`src/design/wav_stream_parser_downmix_macros.svh`:
```
// Assertion macros for the WAV stream parser.
// Included by the top level; no other dependencies.
`ifndef WAV_STREAM_PARSER_DOWNMIX_MACROS_SVH
`define WAV_STREAM_PARSER_DOWNMIX_MACROS_SVH
`ifndef SYNTHESIS
`define WSPD_ASSERT(lbl, clk, rstn, prop) \
    lbl: assert property (@(posedge clk) disable iff (!rstn) prop) \
        else $error("wav parser assertion failed");
`define WSPD_NEVER(lbl, clk, rstn, cond) \
    lbl: assert property (@(posedge clk) disable iff (!rstn) !(cond)) \
        else $error("wav parser forbidden condition");
`else
`define WSPD_ASSERT(lbl, clk, rstn, prop)
`define WSPD_NEVER(lbl, clk, rstn, cond)
`endif
`endif

```
`src/design/wspd_pkg.sv`:
```
// Types and constants for the WAV stream parser with stereo downmix.
// No dependencies.
package wspd_pkg;

    typedef enum logic [3:0] {
        PH_RIFF  = 4'd0,
        PH_RSIZE = 4'd1,
        PH_WAVE  = 4'd2,
        PH_CID   = 4'd3,
        PH_CSIZE = 4'd4,
        PH_FMT   = 4'd5,
        PH_SKIP  = 4'd6,
        PH_PAD   = 4'd7,
        PH_LTYPE = 4'd8,
        PH_SID   = 4'd9,
        PH_SSIZE = 4'd10,
        PH_TEXT  = 4'd11,
        PH_SSKIP = 4'd12,
        PH_SPAD  = 4'd13,
        PH_DATA  = 4'd14,
        PH_HALT  = 4'd15
    } phase_t;

    typedef enum logic [2:0] {
        K_FORMAT    = 3'd0,
        K_TEXT_CHAR = 3'd1,
        K_TEXT_END  = 3'd2,
        K_SAMPLE    = 3'd3,
        K_END_SONG  = 3'd4,
        K_ERROR     = 3'd5
    } kind_t;

    localparam logic [1:0] ERR_NOT_WAVE   = 2'd0;
    localparam logic [1:0] ERR_NO_DATA    = 2'd1;
    localparam logic [1:0] ERR_UNSUPPORTED = 2'd2;

    localparam logic [1:0] TXT_ARTIST = 2'd0;
    localparam logic [1:0] TXT_ALBUM  = 2'd1;
    localparam logic [1:0] TXT_TITLE  = 2'd2;

    localparam logic [31:0] TAG_RIFF = 32'h52494646;
    localparam logic [31:0] TAG_WAVE = 32'h57415645;
    localparam logic [31:0] TAG_FMT  = 32'h666D7420;
    localparam logic [31:0] TAG_LIST = 32'h4C495354;
    localparam logic [31:0] TAG_INFO = 32'h494E464F;
    localparam logic [31:0] TAG_IART = 32'h49415254;
    localparam logic [31:0] TAG_INAM = 32'h494E414D;
    localparam logic [31:0] TAG_IPRD = 32'h49505244;
    localparam logic [31:0] TAG_DATA = 32'h64617461;

    localparam logic [15:0] FMT_PCM        = 16'd1;
    localparam logic [15:0] FMT_EXTENSIBLE = 16'd65534;
    localparam logic [15:0] BITS_16        = 16'd16;
    localparam logic [15:0] STEREO         = 16'd2;

    typedef struct packed {
        logic        last;
        kind_t       kind;
        logic [1:0]  error_code;
        logic [15:0] sample;
        logic [7:0]  text_char;
        logic [1:0]  text_field;
        logic [15:0] sample_bits;
        logic [15:0] channels;
        logic [31:0] fmt_rate;
    } result_t;

endpackage

```
`src/design/wav_stream_parser_downmix.sv`:
```
// WAV stream parser top level: header/chunk walker, metadata and sample output.
// Depends on wspd_pkg and wav_stream_parser_downmix_macros.svh.
//
// Usage: feed the WAV file on the s_ channel, one byte per request in s_tdata,
// with s_tlast high on the final byte of the file. Results leave on the m_
// channel: m_tuser carries the result kind, m_tdata the payload fields and
// m_tlast marks the final result caused by one input byte.
// Each accepted byte is parsed in the cycle it is taken; its zero, one or two
// results are registered into a four-entry result queue, whose head drives
// m_tvalid, m_tdata, m_tuser and m_tlast.
// Throughput: one byte per cycle while the queue has room for two results.
// Bytes that yield one result at most (headers, skipped chunks, audio) thus
// flow at one per cycle when the receiver keeps up; the queue drain rate of one
// result per cycle is the limit when bytes give two results.
// When the receiver stalls, results wait in the queue and s_tready drops once
// fewer than two entries are free.
// Reset clears the parser to expect a new RIFF header and empties the queue.
// A byte with s_tlast also returns the parser to that state after its results.
module wav_stream_parser_downmix #(
    parameter int TEXT_BUFFER_BYTES = 64
) (
    input  logic        aclk,
    input  logic        aresetn,
    input  logic        s_tvalid,
    output logic        s_tready,
    input  logic [7:0]  s_tdata,   // [7:0] file_byte
    input  logic        s_tlast,   // end_of_file
    output logic        m_tvalid,
    input  logic        m_tready,
    // [31:0] fmt_rate, [47:32] channels, [63:48] sample_bits,
    // [65:64] text_field, [73:66] text_char, [89:74] sample, [91:90] error_code
    output logic [95:0] m_tdata,
    output logic [2:0]  m_tuser,   // [2:0] kind
    output logic        m_tlast    // last
);
    import wspd_pkg::*;

    localparam int TCW = (TEXT_BUFFER_BYTES > 2) ? $clog2(TEXT_BUFFER_BYTES) : 1;
    localparam logic [TCW-1:0] TEXT_MAX = TCW'(TEXT_BUFFER_BYTES - 1);

    phase_t         phase_reg, phase_next;
    logic [31:0]    shift_reg, shift_next;
    logic [1:0]     fbc_reg, fbc_next;
    logic [31:0]    tag_reg, tag_next;
    logic [31:0]    clen_reg, clen_next;
    logic [31:0]    skip_reg, skip_next;
    logic [31:0]    lrem_reg, lrem_next;
    logic [15:0]    fmt_reg, fmt_next;
    logic [15:0]    chan_reg, chan_next;
    logic [31:0]    rate_reg, rate_next;
    logic [15:0]    width_reg, width_next;
    logic [1:0]     tsel_reg, tsel_next;
    logic [TCW-1:0] tcnt_reg, tcnt_next;
    logic [7:0]     lowb_reg, lowb_next;
    logic [1:0]     pair_reg, pair_next;
    logic [15:0]    left_reg, left_next;

    result_t        res [2];
    logic [1:0]     res_cnt;

    result_t        q_reg [4];
    logic [1:0]     wr_reg, rd_reg;
    logic [2:0]     count_reg, count_next;

    logic s_acc, m_acc;

    assign s_tready = (count_reg <= 3'd2);
    assign s_acc    = s_tvalid && s_tready;
    assign m_tvalid = (count_reg != 3'd0);
    assign m_acc    = m_tvalid && m_tready;

    always_comb begin
        logic [7:0]  b;
        logic        tag_done;
        logic [31:0] tag_shift;
        logic [31:0] size_shift;
        logic [31:0] k;
        logic [31:0] skip_dec;
        logic [31:0] lrem_dec;
        logic [15:0] s16;
        logic [16:0] sum;
        logic [16:0] avg;
        logic        stereo;
        logic        is_text;
        result_t     r;

        b          = s_tdata;
        tag_done   = (fbc_reg == 2'd3);
        tag_shift  = {tag_reg[23:0], b};
        size_shift = {b, shift_reg[31:8]};
        k          = clen_reg - skip_reg;
        skip_dec   = (skip_reg != 32'd0) ? skip_reg - 32'd1 : 32'd0;
        lrem_dec   = (lrem_reg != 32'd0) ? lrem_reg - 32'd1 : 32'd0;
        s16        = {b, lowb_reg};
        sum        = {left_reg[15], left_reg} + {s16[15], s16};
        avg        = $signed(sum + {16'd0, sum[16] & sum[0]}) >>> 1;
        stereo     = (chan_reg == STEREO);
        is_text    = 1'b0;

        phase_next = phase_reg;
        shift_next = shift_reg;
        fbc_next   = fbc_reg;
        tag_next   = tag_reg;
        clen_next  = clen_reg;
        skip_next  = skip_reg;
        lrem_next  = lrem_reg;
        fmt_next   = fmt_reg;
        chan_next  = chan_reg;
        rate_next  = rate_reg;
        width_next = width_reg;
        tsel_next  = tsel_reg;
        tcnt_next  = tcnt_reg;
        lowb_next  = lowb_reg;
        pair_next  = pair_reg;
        left_next  = left_reg;

        r       = '0;
        res[0]  = '0;
        res[1]  = '0;
        res_cnt = 2'd0;

        if (s_acc) begin
            unique case (phase_reg)
                PH_RIFF, PH_WAVE, PH_CID, PH_LTYPE, PH_SID: begin
                    tag_next = tag_shift;
                    fbc_next = fbc_reg + 2'd1;
                    if (phase_reg == PH_LTYPE || phase_reg == PH_SID) begin
                        lrem_next = lrem_dec;
                    end
                    if (tag_done) begin
                        case (phase_reg)
                            PH_RIFF: begin
                                if (tag_shift != TAG_RIFF) begin
                                    r = '0;
                                    r.kind = K_ERROR;
                                    r.error_code = ERR_NOT_WAVE;
                                    res[res_cnt[0]] = r;
                                    res_cnt = res_cnt + 2'd1;
                                    phase_next = PH_HALT;
                                end else begin
                                    phase_next = PH_RSIZE;
                                end
                            end
                            PH_WAVE: begin
                                if (tag_shift != TAG_WAVE) begin
                                    r = '0;
                                    r.kind = K_ERROR;
                                    r.error_code = ERR_NOT_WAVE;
                                    res[res_cnt[0]] = r;
                                    res_cnt = res_cnt + 2'd1;
                                    phase_next = PH_HALT;
                                end else begin
                                    phase_next = PH_CID;
                                end
                            end
                            PH_CID: phase_next = PH_CSIZE;
                            PH_SID: phase_next = PH_SSIZE;
                            default: begin
                                // list type word
                                if (tag_shift == TAG_INFO) begin
                                    phase_next = (lrem_dec != 32'd0) ? PH_SID : PH_CID;
                                end else begin
                                    skip_next = lrem_dec;
                                    if (lrem_dec != 32'd0) phase_next = PH_SKIP;
                                    else phase_next = clen_reg[0] ? PH_PAD : PH_CID;
                                end
                            end
                        endcase
                    end
                end
                PH_RSIZE: begin
                    shift_next = size_shift;
                    fbc_next   = fbc_reg + 2'd1;
                    if (tag_done) phase_next = PH_WAVE;
                end
                PH_CSIZE: begin
                    shift_next = size_shift;
                    fbc_next   = fbc_reg + 2'd1;
                    if (tag_done) begin
                        clen_next = size_shift;
                        if (tag_reg == TAG_FMT) begin
                            fmt_next   = '0;
                            chan_next  = '0;
                            rate_next  = '0;
                            width_next = '0;
                            skip_next  = size_shift;
                            phase_next = (size_shift != 32'd0) ? PH_FMT : PH_CID;
                        end else if (tag_reg == TAG_LIST) begin
                            lrem_next  = size_shift;
                            phase_next = PH_LTYPE;
                        end else if (tag_reg == TAG_DATA) begin
                            if ((fmt_reg == FMT_PCM || fmt_reg == FMT_EXTENSIBLE) &&
                                width_reg == BITS_16) begin
                                r = '0;
                                r.kind        = K_FORMAT;
                                r.fmt_rate    = rate_reg;
                                r.channels    = chan_reg;
                                r.sample_bits = width_reg;
                                res[res_cnt[0]] = r;
                                res_cnt = res_cnt + 2'd1;
                                pair_next  = 2'd0;
                                phase_next = PH_DATA;
                            end else begin
                                r = '0;
                                r.kind = K_ERROR;
                                r.error_code = ERR_UNSUPPORTED;
                                res[res_cnt[0]] = r;
                                res_cnt = res_cnt + 2'd1;
                                phase_next = PH_HALT;
                            end
                        end else begin
                            skip_next  = size_shift;
                            phase_next = (size_shift != 32'd0) ? PH_SKIP : PH_CID;
                        end
                    end
                end
                PH_FMT, PH_SKIP: begin
                    if (phase_reg == PH_FMT) begin
                        if (k < 32'd2) begin
                            if (k[0]) fmt_next[15:8] = fmt_reg[15:8] | b;
                            else fmt_next[7:0] = fmt_reg[7:0] | b;
                        end else if (k < 32'd4) begin
                            if (k[0]) chan_next[15:8] = chan_reg[15:8] | b;
                            else chan_next[7:0] = chan_reg[7:0] | b;
                        end else if (k < 32'd8) begin
                            case (k[1:0])
                                2'd0:    rate_next[7:0]   = rate_reg[7:0] | b;
                                2'd1:    rate_next[15:8]  = rate_reg[15:8] | b;
                                2'd2:    rate_next[23:16] = rate_reg[23:16] | b;
                                default: rate_next[31:24] = rate_reg[31:24] | b;
                            endcase
                        end else if (k == 32'd14) begin
                            width_next[7:0] = width_reg[7:0] | b;
                        end else if (k == 32'd15) begin
                            width_next[15:8] = width_reg[15:8] | b;
                        end
                    end
                    skip_next = skip_dec;
                    if (skip_dec == 32'd0) phase_next = clen_reg[0] ? PH_PAD : PH_CID;
                end
                PH_PAD: phase_next = PH_CID;
                PH_SSIZE: begin
                    lrem_next  = lrem_dec;
                    shift_next = size_shift;
                    fbc_next   = fbc_reg + 2'd1;
                    if (tag_done) begin
                        clen_next = size_shift;
                        skip_next = size_shift;
                        if (tag_reg == TAG_IART) begin
                            tsel_next = TXT_ARTIST;
                            is_text   = 1'b1;
                        end else if (tag_reg == TAG_IPRD) begin
                            tsel_next = TXT_ALBUM;
                            is_text   = 1'b1;
                        end else if (tag_reg == TAG_INAM) begin
                            tsel_next = TXT_TITLE;
                            is_text   = 1'b1;
                        end
                        if (is_text) tcnt_next = '0;
                        if (size_shift == 32'd0) begin
                            if (is_text) begin
                                r = '0;
                                r.kind       = K_TEXT_END;
                                r.text_field = tsel_next;
                                res[res_cnt[0]] = r;
                                res_cnt = res_cnt + 2'd1;
                            end
                            // zero size is even: no pad
                            phase_next = (lrem_dec != 32'd0) ? PH_SID : PH_CID;
                        end else begin
                            phase_next = is_text ? PH_TEXT : PH_SSKIP;
                        end
                    end
                end
                PH_TEXT, PH_SSKIP: begin
                    lrem_next = lrem_dec;
                    if (phase_reg == PH_TEXT) begin
                        if (b == 8'd0) begin
                            tcnt_next = TEXT_MAX;
                        end else if (tcnt_reg < TEXT_MAX) begin
                            r = '0;
                            r.kind       = K_TEXT_CHAR;
                            r.text_field = tsel_reg;
                            r.text_char  = b;
                            res[res_cnt[0]] = r;
                            res_cnt = res_cnt + 2'd1;
                            tcnt_next = tcnt_reg + TCW'(1);
                        end
                    end
                    skip_next = skip_dec;
                    if (skip_dec == 32'd0) begin
                        if (phase_reg == PH_TEXT) begin
                            r = '0;
                            r.kind       = K_TEXT_END;
                            r.text_field = tsel_reg;
                            res[res_cnt[0]] = r;
                            res_cnt = res_cnt + 2'd1;
                        end
                        if (clen_reg[0]) phase_next = PH_SPAD;
                        else phase_next = (lrem_dec != 32'd0) ? PH_SID : PH_CID;
                    end
                end
                PH_SPAD: begin
                    lrem_next  = lrem_dec;
                    phase_next = (lrem_dec != 32'd0) ? PH_SID : PH_CID;
                end
                PH_DATA: begin
                    if (!pair_reg[0]) begin
                        lowb_next = b;
                    end else if (!stereo) begin
                        r = '0;
                        r.kind   = K_SAMPLE;
                        r.sample = s16;
                        res[res_cnt[0]] = r;
                        res_cnt = res_cnt + 2'd1;
                    end else if (pair_reg == 2'd1) begin
                        left_next = s16;
                    end else begin
                        r = '0;
                        r.kind   = K_SAMPLE;
                        r.sample = avg[15:0];
                        res[res_cnt[0]] = r;
                        res_cnt = res_cnt + 2'd1;
                    end
                    pair_next = (pair_reg + 2'd1) & (stereo ? 2'd3 : 2'd1);
                end
                default: begin
                    // halted: drop bytes until end of file
                end
            endcase

            if (s_tlast) begin
                if (phase_next == PH_DATA) begin
                    r = '0;
                    r.kind = K_END_SONG;
                    res[res_cnt[0]] = r;
                    res_cnt = res_cnt + 2'd1;
                end else if (phase_next != PH_HALT) begin
                    r = '0;
                    r.kind = K_ERROR;
                    r.error_code = (phase_next <= PH_WAVE) ? ERR_NOT_WAVE : ERR_NO_DATA;
                    res[0]  = r;
                    res_cnt = 2'd1;
                end
                phase_next = PH_RIFF;
                shift_next = '0;
                fbc_next   = '0;
                tag_next   = '0;
                clen_next  = '0;
                skip_next  = '0;
                lrem_next  = '0;
                fmt_next   = '0;
                chan_next  = '0;
                rate_next  = '0;
                width_next = '0;
                tsel_next  = '0;
                tcnt_next  = '0;
                lowb_next  = '0;
                pair_next  = '0;
                left_next  = '0;
            end

            if (res_cnt == 2'd2) res[1].last = 1'b1;
            else if (res_cnt == 2'd1) res[0].last = 1'b1;
        end
    end

    always_ff @(posedge aclk) begin
        if (!aresetn) begin
            phase_reg <= PH_RIFF;
            shift_reg <= '0;
            fbc_reg   <= '0;
            tag_reg   <= '0;
            clen_reg  <= '0;
            skip_reg  <= '0;
            lrem_reg  <= '0;
            fmt_reg   <= '0;
            chan_reg  <= '0;
            rate_reg  <= '0;
            width_reg <= '0;
            tsel_reg  <= '0;
            tcnt_reg  <= '0;
            lowb_reg  <= '0;
            pair_reg  <= '0;
            left_reg  <= '0;
        end else begin
            phase_reg <= phase_next;
            shift_reg <= shift_next;
            fbc_reg   <= fbc_next;
            tag_reg   <= tag_next;
            clen_reg  <= clen_next;
            skip_reg  <= skip_next;
            lrem_reg  <= lrem_next;
            fmt_reg   <= fmt_next;
            chan_reg  <= chan_next;
            rate_reg  <= rate_next;
            width_reg <= width_next;
            tsel_reg  <= tsel_next;
            tcnt_reg  <= tcnt_next;
            lowb_reg  <= lowb_next;
            pair_reg  <= pair_next;
            left_reg  <= left_next;
        end
    end

    // result queue
    assign count_next = count_reg + {1'b0, res_cnt} - {2'b00, m_acc};

    always_ff @(posedge aclk) begin
        if (!aresetn) begin
            wr_reg    <= '0;
            rd_reg    <= '0;
            count_reg <= '0;
        end else begin
            wr_reg    <= wr_reg + res_cnt;
            rd_reg    <= rd_reg + {1'b0, m_acc};
            count_reg <= count_next;
        end
    end

    always_ff @(posedge aclk) begin
        if (res_cnt != 2'd0) q_reg[wr_reg] <= res[0];
        if (res_cnt == 2'd2) q_reg[wr_reg + 2'd1] <= res[1];
    end

    assign m_tdata = {4'd0, q_reg[rd_reg].error_code, q_reg[rd_reg].sample,
                      q_reg[rd_reg].text_char, q_reg[rd_reg].text_field,
                      q_reg[rd_reg].sample_bits, q_reg[rd_reg].channels,
                      q_reg[rd_reg].fmt_rate};
    assign m_tuser = q_reg[rd_reg].kind;
    assign m_tlast = q_reg[rd_reg].last;

    `include "wav_stream_parser_downmix_macros.svh"

    `WSPD_NEVER(a_queue_overflow, aclk, aresetn, count_reg > 3'd4)
    `WSPD_ASSERT(a_eof_restarts, aclk, aresetn, (s_acc && s_tlast) |=> (phase_reg == PH_RIFF))
    `WSPD_NEVER(a_results_without_byte, aclk, aresetn, (res_cnt != 2'd0) && !s_acc)

endmodule

```
`config.mk`:
```
export PLATFORM = sky130hd
export DESIGN_NAME = wav_stream_parser_downmix
export DESIGN_NICKNAME = d
export VERILOG_FILES = /design/src/design/wspd_pkg.sv /design/src/design/wav_stream_parser_downmix.sv
export VERILOG_INCLUDE_DIRS = /design/src /design/src/design
export SDC_FILE = /design/constraint.sdc
export NUM_CORES = 1
export LEC_CHECK = 0
export ABC_CLOCK_PERIOD_IN_PS = 11270
export BUFFER_PORTS_ARGS = -buffer_cell sky130_fd_sc_hd__buf_2
export CORE_MARGIN = 4
export CORE_UTILIZATION = 41
export CTS_CLUSTER_SIZE = 30
export DETAILED_ROUTE_END_ITERATION = 10
export SYNTH_ARGS = -nofsm -noshare
export SYNTH_HDL_FRONTEND = slang
export SYNTH_SLANG_ARGS = --single-unit
```
`constraint.sdc`:
```
create_clock -name aclk -period 11.27 [get_ports aclk]
set_input_delay 0.5635 -clock aclk [delete_from_list [all_inputs] [get_ports aclk]]
set_output_delay 0.5635 -clock aclk [all_outputs]
set_load 0.02 [all_outputs]
```
Yosys cells after proc, flatten, opt, wreduce, memory -nomap -nowiden:

Memories as Yosys holds them, arrays and structs flattened. A register that Yosys moved wholly into a read port is not among the register bits.
Cells that the tools add are included.

* memories kept: 1
* output and inout bits: 102
* flip-flop bits (word level): 287
* memory bits (writable): 384
* word-level logic and storage cells: 399
* input port bits: 13

Memories
* q_reg: words 4, bits a word 96, rd ports 1, clocked after Yosys merged registers in 1, write ports 2, RTL line wav_stream_parser_downmix.sv:61 `result_t q_reg [4];`

* add/subtract/negate cells: 15
* reduce and logical (&&, ||, !) cells: 64
* bitwise gates (word level): 17
* order comparisons: 10
* mux-type cells: 195
* eq/ne operators: 72

Operators with widths (count)
* two-way mux 96 bit: 10
* two-way mux 32 bit: 29
* two-way mux 192 bit: 4
* two-way mux 95 bit: 8
* two-way mux 94 bit: 6
* one-hot mux 96 bit (5 select lines): 1
* two-way mux 16 bit: 19
* two-way mux 93 bit: 3
* equality test 32 x 31 -> 1 bit, second input constant: 7
* bitwise mux 192 bit: 1
* demux 96 bit (select 1 bit): 2
* AND 190 bit: 1
* NOT 190 bit: 1
* one-hot mux 95 bit (2 select lines): 1
* one-hot mux 32 bit (4 select lines): 1
* nonzero test 32 bit: 4
* two-way mux 8 bit: 14
* one-hot mux 16 bit (2 select lines): 3
* one-hot mux 32 bit (3 select lines): 1
* != test 3 bit, second input constant: 27
* OR 8 bit: 10
* two-way mux 4 bit: 17
* equality test 32 x 4 -> 1 bit, second input constant: 2
* logical NOT 32 bit: 2
* other kinds (69): 199

Logic depth before layout (Yosys ltp):

* word-level depth: 24
* depth in mapped cells: 18
* mapped depth without buffers: 17

Least setup slack after synthesis:

Ideal clock, no wire load.

* kind: flip-flop to flip-flop
* from: reg lrem_reg[0]
* to: mem q_reg[0][0] in the netlist's numbering (enable)
* slack: 320 ps
* setup time: 692 ps
* cell stages (with the launch flop): 16
* data required time: 10578 ps
* data arrival time: 10259 ps
* path buffers: 1
* clock period less this slack: 10950 ps
* path through: dfxtp_1 > buf_2 > inv_1 > ha_1 > nor3b_1 > and4_1 > nand3_1 > or4b_1 > or4_1 > o41a_1 > nor3_1 > o221ai_2 > nand3_2 > o31a_1 > nor2_1 > o31ai_1

RTL lines
* start: declaration: RTL line wav_stream_parser_downmix.sv:47 `logic [31:0] lrem_reg, lrem_next;`
* start signal: assignment: RTL line wav_stream_parser_downmix.sv:393 `lrem_reg <= lrem_next;`
* end: declaration: RTL line wav_stream_parser_downmix.sv:61

==> results.sh <==
export IMPL_status="finished, final reports clean"
export IMPL_dp_hpwl_um=62800
export IMPL_max_cap_violations=0
export IMPL_via_count=25795
export IMPL_finalCritPeriodShare_pct=53.4
export IMPL_avgSynthCellArea_um2=10.2
export IMPL_insertion_delay_ns=0.64
export IMPL_setup_viol=0
export IMPL_dr_first_iter_drc_count=2537
export IMPL_synth_top_cells_by_count="nor2_1 (419), edfxtp_1 (384), nand2_1 (331)"
export IMPL_grt_usage_pct=21.9
export IMPL_critPathRequiredTime_ns=11.51
export IMPL_yosysTopAreaCellShare_pct=34.4
export IMPL_rrSetupSlack_ns=5.26
export IMPL_seq_area_frac_synth_pct=51.0
export IMPL_io_buffers=110
export IMPL_fmax_mhz=166
export IMPL_synth_cell_types=90
export IMPL_area_growth_syn_to_layout_pct=12.5
export IMPL_clock_sinks=663
export IMPL_ios=115
export IMPL_viasPerCell=5.79
export IMPL_cp_slowest_stage_delay_ns=0.73
export IMPL_grt_max_degree=87
export IMPL_crit_fanout=50
export IMPL_cts_clk_slew_worst_paths_ns=0.06
export IMPL_synth_seq_cells=663
export IMPL_grt_pass1_wl_um=149000
export IMPL_start_util_pct=41.5
export IMPL_async_reset_ff_share_pct=0
export IMPL_top_layer="met4"
export IMPL_skew_ns=0.0307
export IMPL_drc=0
export IMPL_layout_drive_gt1_share_pct=12.2
export IMPL_die_area_um2=86500
export IMPL_p_leak_nw=12.8
export IMPL_antenna_found_initial=1
export IMPL_setup_tns_ns=0
export IMPL_root_buffer="clkbuf_16"
export IMPL_core_area_um2=80800
export IMPL_post_cts_setup_buffers=0
export IMPL_slew_limit_headroom_pct=16.8
export IMPL_rows=104
export IMPL_ir_worst_vdd_v=0.000278
export IMPL_cts_tree="done"
export IMPL_syn_area_um2=33500
export IMPL_cts_buffer_depth=3
export IMPL_post_drt_wl_per_cell_um=21.7
export IMPL_cp_slowest_cell="buf_4"
export IMPL_yosys_most_used_dff="edfxtp_1"
export IMPL_critical_path_buf_inv_count=2
export IMPL_hold_viol_final=0
export IMPL_routabilityCongestion=0.914
export IMPL_finalMaxSlewViolations=0
export IMPL_die_h_um=294
export IMPL_synth_largest_area_cell="edfxtp_1"
export IMPL_power_density_nw_per_um2=301
export IMPL_antenna_left=0
export IMPL_synth_edf_count=384
export IMPL_cts_resized=0
export IMPL_syn_inst=3274
export IMPL_crit_family="simple AND/OR/NAND/NOR gates"
export IMPL_met1Wirelength_um=43600
export IMPL_htree_levels=3
export IMPL_worstMarginPinSlew_ns=1.25
export IMPL_numCtsBuffers=73
export IMPL_synth_top_cells_by_area="edfxtp_1 (34%), dfxtp_1 (17%), mux4_2 (6.4%), nor2_1 (4.7%), nand2_1 (3.7%)"
export IMPL_rsz0062_at_grt="false"
export IMPL_wl_met3_um=6370
export IMPL_fin_crit_ns=6.01
export IMPL_ys_warn_count=0
export IMPL_first_pass_iters=5
export IMPL_post_synth_top_count_cell="nor2_1"
export IMPL_cts_hold_buf=0
export IMPL_grt_pass1_vias=24702
export IMPL_worstPathArrival_ns=6.26
export IMPL_die_w_um=294
export IMPL_wl_met2_um=44400
export IMPL_p_total_mw=11.4
export IMPL_hold_class="in -> reg"
export IMPL_startpoint_type="register"
export IMPL_largest_reg_flops=384
export IMPL_antenna_diode_count=0
export IMPL_crit_path_cell_trace="nor4_1 > nand4_1 > nor4b_1 > xnor2_1 > nand4_1 > o31ai_4 > mux2i_1 > o221ai_2 > nand3_2 > o31a_1 > nor2_1 > o21ai_4 > buf_4 > buf_4"
export IMPL_crit_type="reg -> reg"
export IMPL_crit_path_end_kind="register"
export IMPL_wirelength_um=96500
export IMPL_fin_nets=3411
export IMPL_overflow=0
## path summary, 6_finish.rpt
path                                    from             to  depth (start not counted)
worst min register to register  width_reg[4]   width_reg[4]                          2
worst max register to register   skip_reg[3]   q_reg[2][77]                         14
worst min-delay path                 aresetn  shift_reg[14]                          2
worst max-delay path             skip_reg[3]   q_reg[2][77]                         14
## stage by stage
step	setup WS (ns)	cell area (um^2)	std cells	hold WS, ns	util (%)
after floorplan	0.320	33800	3337	0.418	-
after global placement	5.34	35200	4321	0.432	43.6
after detailed placement	5.24	35200	4321	0.440	43.6
after CTS	5.32	37700	4455	0.416	46.7
after global routing	4.73	37700	4455	0.444	46.7
final	5.26	37700	4455	0.445	46.7
## kinds of logic (layout without fill, tap and decap cells)
kind of cell / count (synthesis) / after routing / share of synthesized area (%)
XOR/XNOR: 91 / 91 / 2.38
multiplexers: 104 / 104 / 6.68
adder cells (fa/ha/maj): 63 / 63 / 2.41
AND/OR/NAND/NOR: 1362 / 1362 / 19.7
AO/OA/AOI/OAI: 681 / 681 / 14.3
buffers and inverters: 309 / 367 / 3.55
other: 1 / 64 / 0.0112
flip-flops: 663 / 663 / 51.0
## final cells by class
cell class	instances	area [um^2]
multi-input combinational	2365	15600
clock buffer	100	2050
fill	7539	43100
clock inverter	34	455
sequential	663	17100
inverter	73	274
timing repair buffer	160	928
tap	1060	1330
## worst register-to-register path, stage by stage (launching register included)
cell and delay (ns):
dfxtp_1 0.36, nor4_1 0.56, nand4_1 0.61, nor4b_1 0.56, xnor2_1 0.20, nand4_1 0.22, o31ai_4 0.53, mux2i_1 0.29
o221ai_2 0.15, nand3_2 0.16, o31a_1 0.31, nor2_1 0.16, o21ai_4 0.14, buf_4 0.62, buf_4 0.75
## metal layers
metal  track usage [%]  vias to the layer above
li1                  -                    12129
met1              31.5                    12656
met2              35.1                      871
met3              3.26                      139
met4              5.26                        0
met5                 0                        -
## report_power, final
group,total [mW],leakage (nW),switching (mW),internal (mW)
registers,2.92,5.57,0.211,2.71
clock network,2.46,1.22,1.02,1.44
logic,5.98,6.01,3.77,2.21
## cells in the final DEF, fill, tap and decap left out, types with 18 or more instances in the layout
cell type,n
nor2_1,417
edfxtp_1,384
nand2_1,330
dfxtp_1,277
nor2b_1,140
a21oi_1,129
nor3_1,116
o21ai_0,110
buf_2,109
mux4_2,96
a22oi_1,92
a21boi_0,76
clkbuf_16,75
inv_1,73
nand3_1,69
conb_1,64
ha_1,59
nor4_1,58
xnor2_1,57
buf_4,51
nand4_1,48
a22o_1,35
and2_1,34
xor2_1,34
a32o_1,32
nand2b_1,20
or3_1,20
a21o_1,19
o211ai_1,18
and3_1,18
Power figures use the tool's default switching activity.
